`src/rtl/core/alrp_pkg.sv`:
```
// ----------------------------------------------------------------------------
// alrp_pkg
// Shared constants, codes and types for the arc-length reparameterization
// block: field widths, register map, command codes and unit opcodes.
// ----------------------------------------------------------------------------
package alrp_pkg;

    // Default sizing of the length table
    localparam int MAX_ENTRIES_DEF = 256;
    localparam int LENGTH_BITS_DEF = 32;

    // Fixed field widths
    localparam int CMD_W       = 1;
    localparam int ENTRY_IDX_W = 8;
    localparam int ENTRY_LEN_W = 32;
    localparam int POS_W       = 17;
    localparam int FRAC_BITS   = 16;
    localparam int DIVISIONS_W = 8;
    localparam int TOL_W       = 16;

    // Q1.16 value of 1.0
    localparam logic [POS_W-1:0] ONE_Q16 = 17'h10000;

    // Command codes
    localparam logic [CMD_W-1:0] CMD_LOAD = 1'b0;
    localparam logic [CMD_W-1:0] CMD_MAP  = 1'b1;

    // Register map (byte address = 4 * index)
    localparam int PADDR_W  = 3;
    localparam int PDATA_W  = 32;
    localparam int ADDR_LSB = 2;
    localparam logic REG_DIVISIONS = 1'b0;
    localparam logic REG_TOLERANCE = 1'b1;

    // Register reset values
    localparam logic [DIVISIONS_W-1:0] DIVISIONS_RST = 8'd200;
    localparam logic [TOL_W-1:0]       TOL_RST       = 16'd1;

    // Shared add/subtract unit opcodes
    localparam logic ALU_ADD = 1'b0;
    localparam logic ALU_SUB = 1'b1;

    // Iteration counts of the serial loops
    localparam int STEP_W     = 5;
    localparam int MUL_STEPS  = POS_W;
    localparam int FDIV_STEPS = FRAC_BITS;
    localparam int QDIV_STEPS = POS_W;

    // Configuration seen by the sequencer
    typedef struct packed {
        logic [DIVISIONS_W-1:0] divisions;
        logic [TOL_W-1:0]       match_tolerance;
    } cfg_t;

    // One result item
    typedef struct packed {
        logic [POS_W-1:0] curve_param;
        logic             exact_hit;
    } res_t;

    // Sequencer status toward the top level
    typedef struct packed {
        logic idle;
        logic done;
    } seq_status_t;

endpackage

```
`src/rtl/core/alrp_regs.sv`:
```
// ----------------------------------------------------------------------------
// alrp_regs
// APB configuration registers: division count and exact-match tolerance.
// ----------------------------------------------------------------------------
module alrp_regs (
    input  logic                           clk,
    input  logic                           rst_n,
    input  logic                           psel,
    input  logic                           penable,
    input  logic                           pwrite,
    input  logic [alrp_pkg::PADDR_W-1:0]   paddr,
    input  logic [alrp_pkg::PDATA_W-1:0]   pwdata,
    output logic [alrp_pkg::PDATA_W-1:0]   prdata,
    output logic                           pready,
    output alrp_pkg::cfg_t                 cfg
);

    logic [alrp_pkg::DIVISIONS_W-1:0] divisions_reg;
    logic [alrp_pkg::TOL_W-1:0]       tolerance_reg;
    logic                             wr_en;
    logic                             reg_sel;

    assign pready  = 1'b1;
    assign wr_en   = psel && penable && pwrite;
    assign reg_sel = paddr[alrp_pkg::ADDR_LSB];

    // Register writes on the access phase
    always_ff @(posedge clk or negedge rst_n)
    begin
        if (!rst_n)
        begin
            divisions_reg <= alrp_pkg::DIVISIONS_RST;
            tolerance_reg <= alrp_pkg::TOL_RST;
        end
        else if (wr_en)
        begin
            case (reg_sel)
                alrp_pkg::REG_DIVISIONS: divisions_reg <= pwdata[alrp_pkg::DIVISIONS_W-1:0];
                alrp_pkg::REG_TOLERANCE: tolerance_reg <= pwdata[alrp_pkg::TOL_W-1:0];
                default: ;
            endcase
        end
    end

    // Read mux
    always_comb
    begin
        case (reg_sel)
            alrp_pkg::REG_DIVISIONS: prdata = alrp_pkg::PDATA_W'(divisions_reg);
            alrp_pkg::REG_TOLERANCE: prdata = alrp_pkg::PDATA_W'(tolerance_reg);
            default:                 prdata = '0;
        endcase
    end

    assign cfg.divisions       = divisions_reg;
    assign cfg.match_tolerance = tolerance_reg;

endmodule

```
`config.mk`:
```
export PLATFORM = sky130hd
export DESIGN_NAME = alrp_regs
export DESIGN_NICKNAME = d
export VERILOG_FILES = /design/src/rtl/core/alrp_pkg.sv /design/src/rtl/core/alrp_regs.sv
export SDC_FILE = /design/constraint.sdc
export NUM_CORES = 1
export LEC_CHECK = 0
export ABC_CLOCK_PERIOD_IN_PS = 1400
export BUFFER_PORTS_ARGS = -buffer_cell sky130_fd_sc_hd__clkbuf_2
export CAP_MARGIN = 10
export CORE_MARGIN = 2
export CORE_UTILIZATION = 44
export CTS_BUF_LIST = sky130_fd_sc_hd__clkbuf_8
export CTS_CLUSTER_DIAMETER = 120
export CTS_CLUSTER_SIZE = 28
export DETAILED_ROUTE_END_ITERATION = 8
export GPL_TIMING_DRIVEN = 0
export PLACE_DENSITY = 0.95
export SKIP_CTS_REPAIR_TIMING = 1
export SLEW_MARGIN = 20
export SYNTH_ARGS = -nofsm -noshare
export SYNTH_HDL_FRONTEND = slang
export SYNTH_SLANG_ARGS = --single-unit
export TNS_END_PERCENT = 30
```
`constraint.sdc`:
```
create_clock -name clk -period 1.4 [get_ports clk]
set_clock_uncertainty 0.15 [all_clocks]
set_input_delay 0.07 -clock clk [delete_from_list [all_inputs] [get_ports clk]]
set_output_delay 0.07 -clock clk [all_outputs]
set_load 0.02 [all_outputs]
```
Yosys cells after proc, flatten, opt, wreduce, memory -nomap -nowiden
Cells that the tools add are included.
{ "totals": {"regBits": 24, "inputBits": 40} }
{ "op_classes": {"n_mux": 1, "n_reduce_logical": 4, "n_bitwise": 1} }
{ "ops": {"columns": ["operator", "count"], "rows": [
  ["$pmux W32 S2", 1],
  ["$reduce_and A2 Y1", 2],
  ["$logic_and A1 B1 Y1", 2],
  ["$not A1 Y1", 1]
]} }

Longest topological paths before layout
{ "logic_depth": {"depth_word": 3, "ltp_mapped": 4, "mapped_depth_nobuf": 2} }

Least setup slack after synthesis
No wires, ideal clock.
{ "synth_timing": {"kind": "input to register", "startpoint": "input port paddr[2] in the netlist's numbering", "endpoint": "register tolerance_reg[10] in the netlist's numbering", "path_slack_ps": 310, "arrival_ps": 815, "setup_time_ps": 125, "required_ps": 1125, "path_buffers": 2, "path_stages": 4, "cell_sequence": "buf_4 > nand4_4 > buf_6 > mux2_4"} }
{ "synth_between": {"elab_chain_len": 1} }
{ "synth_lines": {"columns": ["item", "line", "rtl"], "rows": [
  ["from (decl)", "alrp_regs.sv:11", "input logic [alrp_pkg::PADDR_W-1:0] paddr,"],
  ["$reduce_and A2 Y1 (no line)", null, null],
  ["to (signal assigned)", "alrp_regs.sv:33", "tolerance_reg <= alrp_pkg::TOL_RST;"],
  ["to (signal assigned)", "alrp_regs.sv:39", "alrp_pkg::REG_TOLERANCE: tolerance_reg <= pwdata[alrp_pkg::TOL_W-1:0];"],
  ["to (decl)", "alrp_regs.sv:19", "logic [alrp_pkg::TOL_W-1:0] tolerance_reg;"]
]} }
No other way between the ends.
A chain may end at the register's enable or synchronous reset.

Worst setup path after layout
{ "layout_timing": {"startpoint": "register divisions_reg[3] in the netlist's numbering", "endpoint": "output port prdata[3] in the netlist's numbering"} }
{ "layout_between": {"elab_chain_len": 1} }
{ "layout_lines": {"columns": ["item", "line", "rtl"], "rows": [
  ["from (decl)", "alrp_regs.sv:18", "logic [alrp_pkg::DIVISIONS_W-1:0] divisions_reg;"],
  ["from (signal assigned)", "alrp_regs.sv:32", "divisions_reg <= alrp_pkg::DIVISIONS_RST;"],
  ["from (signal assigned)", "alrp_regs.sv:38", "alrp_pkg::REG_DIVISIONS: divisions_reg <= pwdata[alrp_pkg::DIVISIONS_W-1:0];"],
  ["$pmux W32 S2", "alrp_regs.sv:48", "case (reg_sel)"],
  ["to (decl)", "alrp_regs.sv:13", "output logic [alrp_pkg::PDATA_W-1:0] prdata,"]
]} }
No other way between the ends. The select of a mux whose other input is x is not followed.

==> flow_results.xml <==
<?xml version="1.0" encoding="UTF-8"?>
<metrics>
  <group name="status">
    <metric name="run_status" unit="">completed</metric>
  </group>
  <group name="route">
    <metric name="number_of_optimization_iterations_in_the_first_detailed_route_pass" unit="">2</metric>
    <metric name="drt_iter0_markers" unit="">11</metric>
    <metric name="drcViolationCount" unit="">0</metric>
    <metric name="routed_wl" unit="mm">2.76</metric>
    <metric name="avgViaCountPerCell" unit="">4.39</metric>
    <metric name="via_count" unit="">943</metric>
    <metric name="detail_route.wl_per_cell" unit="um">12.8</metric>
    <metric name="antenna_violating_nets_post_route" unit="">0</metric>
  </group>
  <group name="worst_hold_path">
    <metric name="timing.hold.worst_endpoint" unit="">tolerance_reg[0]</metric>
    <metric name="min-delay-path-class" unit="">in -&gt; reg</metric>
    <metric name="worstHoldStart" unit="">penable</metric>
    <metric name="holdPathStages" unit="">3</metric>
  </group>
  <group name="global_routing">
    <metric name="grt_remaining_overflow" unit="">0</metric>
    <metric name="groute.usage.overall" unit="%">14.9</metric>
    <metric name="grt_start_max_net_pins" unit="">25</metric>
    <metric name="wire_length_of_the_first_global_routing_pass" unit="mm">3.81</metric>
    <metric name="first_global_vias" unit="">843</metric>
    <metric name="number_of_antenna_violations_at_the_first_check_in_global_routing" unit="">0</metric>
  </group>
  <group name="cts">
    <metric name="cts_clk_pin_slew_worst_paths" unit="ns">0.08</metric>
    <metric name="cts_tree" unit="">yes</metric>
    <metric name="root_buf_cell" unit="">sky130_fd_sc_hd__clkbuf_8</metric>
    <metric name="cts-buffers-inserted" unit="">3</metric>
    <metric name="clkSinkCount" unit="">24</metric>
    <metric name="cts-htree-levels" unit="">1</metric>
    <metric name="worst_skew_pair.late_latency" unit="ns">0.26</metric>
    <metric name="clockBufferDepth" unit="">2</metric>
  </group>
  <group name="critical_path">
    <metric name="worstPathRequired" unit="ns">1.18</metric>
    <metric name="timing.critical_path.max_delay_family" unit="">flip-flops</metric>
    <metric name="rr_startpoint" unit="">tolerance_reg[2]</metric>
    <metric name="start_point_of_the_critical_path" unit="">divisions_reg[3]</metric>
    <metric name="timing.reg2reg.worst_path_depth" unit="">1</metric>
    <metric name="setup.worst_path.start_class" unit="">register</metric>
    <metric name="critPathMaxFanout" unit="">3</metric>
    <metric name="critical_path.reg2reg.endpoint" unit="">tolerance_reg[2]</metric>
    <metric name="max_stage_delay" unit="ns">0.55</metric>
    <metric name="reg2reg_setup_slack" unit="ns">0.44</metric>
    <metric name="timing.critical_path.buf_inv" unit="">1</metric>
    <metric name="critical_path.cell_chain" unit="">mux2_2, clkbuf_2</metric>
    <metric name="crit_type" unit="">reg -&gt; out</metric>
    <metric name="cp_data_arrival_time" unit="ns">1.14</metric>
    <metric name="crit_path_end_kind" unit="">output port</metric>
    <metric name="cp_slowest_cell" unit="">sky130_fd_sc_hd__dfstp_2</metric>
  </group>
  <group name="power">
    <metric name="pwr-share-clk" unit="%">16.6</metric>
    <metric name="proportion_of_total_power_due_to_net_switching" unit="%">36.9</metric>
    <metric name="static-leakage-power" unit="nW">1.03</metric>
    <metric name="power_switching" unit="uW">886</metric>
    <metric name="ir_drop" unit="V">0.000912</metric>
    <metric name="comb_power_share" unit="%">42.3</metric>
    <metric name="power_per_cell_area" unit="mW/mm^2">1290</metric>
    <metric name="p_int" unit="mW">1.51</metric>
    <metric name="seq_power_share" unit="%">41.0</metric>
  </group>
  <group name="cells_and_area">
    <metric name="antenna-diode-count" unit="">0</metric>
    <metric name="fraction_of_final_layout_cells_sized_beyond_drive_strength_1" unit="%">65.8</metric>
    <metric name="layout-area-overhead-vs-synth" unit="%">48.6</metric>
    <metric name="final_cell_mix" unit="">sky130_fd_sc_hd__clkbuf_2 (60), sky130_fd_sc_hd__mux2_2 (22), sky130_fd_sc_hd__dfrtp_1 (20)</metric>
    <metric name="layout.cells.most_common" unit="">sky130_fd_sc_hd__clkbuf_2</metric>
    <metric name="layoutNonFillerInstCount" unit="">215</metric>
    <metric name="largest_register_ffs" unit="">16</metric>
    <metric name="fin_nets" unit="">225</metric>
  </group>
  <group name="job">
    <metric name="drv_cap" unit="">0</metric>
  </group>
  <group name="logic_synthesis">
    <metric name="ys_types" unit="">11</metric>
    <metric name="avgSynthCellArea" unit="um^2">14.3</metric>
    <metric name="postSynthRegisterBits" unit="">24</metric>
    <metric name="post_synth_design_cell_area" unit="mm^2">0.00126</metric>
    <metric name="syn-instance-count" unit="">88</metric>
    <metric name="synth-seq-area-share" unit="%">48.2</metric>
    <metric name="yosysWarnings" unit="">0</metric>
  </group>
  <group name="die">
    <metric name="io_pins" unit="">97</metric>
    <metric name="chip_height" unit="um">57.5</metric>
    <metric name="dieArea" unit="mm^2">0.00330</metric>
    <metric name="rows" unit="">19</metric>
    <metric name="floorplan.initialDensity" unit="%">46.0</metric>
    <metric name="core_region_area" unit="mm^2">0.00273</metric>
    <metric name="die_w" unit="um">57.5</metric>
  </group>
  <group name="timing">
    <metric name="rsz_0062_raised_after_global_routing" unit="">false</metric>
    <metric name="final_slew_viol_count" unit="">0</metric>
    <metric name="period_needed" unit="ns">1.36</metric>
    <metric name="setup_viol_count_final" unit="">0</metric>
    <metric name="timing.final.hold_violations" unit="">0</metric>
    <metric name="measured_slew_at_the_worst_slew_check_pin" unit="ns">0.586</metric>
    <metric name="max_slew_margin" unit="%">60.9</metric>
    <metric name="final_min_period_over_clock_period" unit="%">96.8</metric>
    <metric name="setup_total_negative_slack" unit="ns">0</metric>
    <metric name="whs" unit="ns">0.130</metric>
    <metric name="maxClockFrequency" unit="MHz">738</metric>
  </group>
  <group name="place">
    <metric name="dp_hpwl" unit="mm">1.87</metric>
    <metric name="dp_cells" unit="">194</metric>
    <metric name="routabilityCongestion" unit="">0.663</metric>
    <metric name="portBuffers" unit="">60</metric>
  </group>
</metrics>
## metrics by stage
step,power (mW),worst slack [ns],instance area (um^2),util (%)
after floorplan,1.63,0.310,1310,-
after global placement,1.94,0.208,1650,60.5
after detailed placement,1.97,0.201,1650,60.5
after CTS,2.37,0.0621,1700,62.1
after global routing,2.53,0.00363,1870,68.3
final,2.40,0.0444,1870,68.3
## routing by layer
layer	routed length, um	global-route usage, %	vias up	part of all wire (%)
met5	0	0	-	0
met4	0	2.99	0	0
met3	176	2.04	0	6.4
met2	1530	27.6	49	56
met1	1050	18.3	439	38
li1	-	-	455	-
## layout make-up
class | instances | area, um^2
Fill cell | 220 | 866
Sequential cell | 24 | 606
Multi-Input combinational cell | 59 | 557
Timing Repair Buffer | 77 | 470
Buffer | 20 | 151
Clock buffer | 3 | 41.3
Tap cell | 31 | 38.8
Clock inverter | 1 | 3.75
## logic make-up (layout without fill, tap and decap cells)
logic type | count (synthesis) | in the layout | share of synthesized area (%)
and+or+nand+nor | 10 | 10 | 7.56
other | 2 | 17 | 0.597
muxes | 32 | 32 | 31.6
DFF | 24 | 24 | 48.2
buffers and inverters | 20 | 101 | 12.0
## how the worst max path moves through the flow
stage	to	slack, ns	depth (start not counted)
detailed placement	tolerance_reg[12]	0.20	4
CTS	prdata[3]	0.06	2
finish	prdata[3]	0.04	2
global route	prdata[3]	0.004	2
global placement	tolerance_reg[14]	0.21	4
floorplan	tolerance_reg[10]	0.31	4
## cell usage after synthesis
| library cell | instances | area (um^2) |
|---|---|---|
| sky130_fd_sc_hd__mux2_2 | 22 | 248 |
| sky130_fd_sc_hd__dfrtp_1 | 20 | 500 |
| sky130_fd_sc_hd__buf_4 | 18 | 135 |
| sky130_fd_sc_hd__mux2_4 | 10 | 150 |
| sky130_fd_sc_hd__and2_1 | 8 | 50.1 |
| sky130_fd_sc_hd__dfstp_2 | 4 | 105 |
| sky130_fd_sc_hd__conb_1 | 2 | 7.51 |
| sky130_fd_sc_hd__buf_2 | 1 | 5.00 |
| sky130_fd_sc_hd__buf_6 | 1 | 11.3 |
| sky130_fd_sc_hd__nand4_4 | 1 | 21.3 |
| sky130_fd_sc_hd__nand4b_4 | 1 | 23.8 |
## power groups by stage
stage | sequential (mW) | clock [mW] | combinational [mW]
after floorplan | 1.17 | 0 | 0.468
after global placement | 0.983 | 0 | 0.955
after detailed placement | 0.992 | 0 | 0.974
after CTS | 0.983 | 0.412 | 0.977
after global routing | 1.01 | 0.440 | 1.08
final | 0.985 | 0.400 | 1.02
No activity file was read; power rests on OpenSTA's default activity.
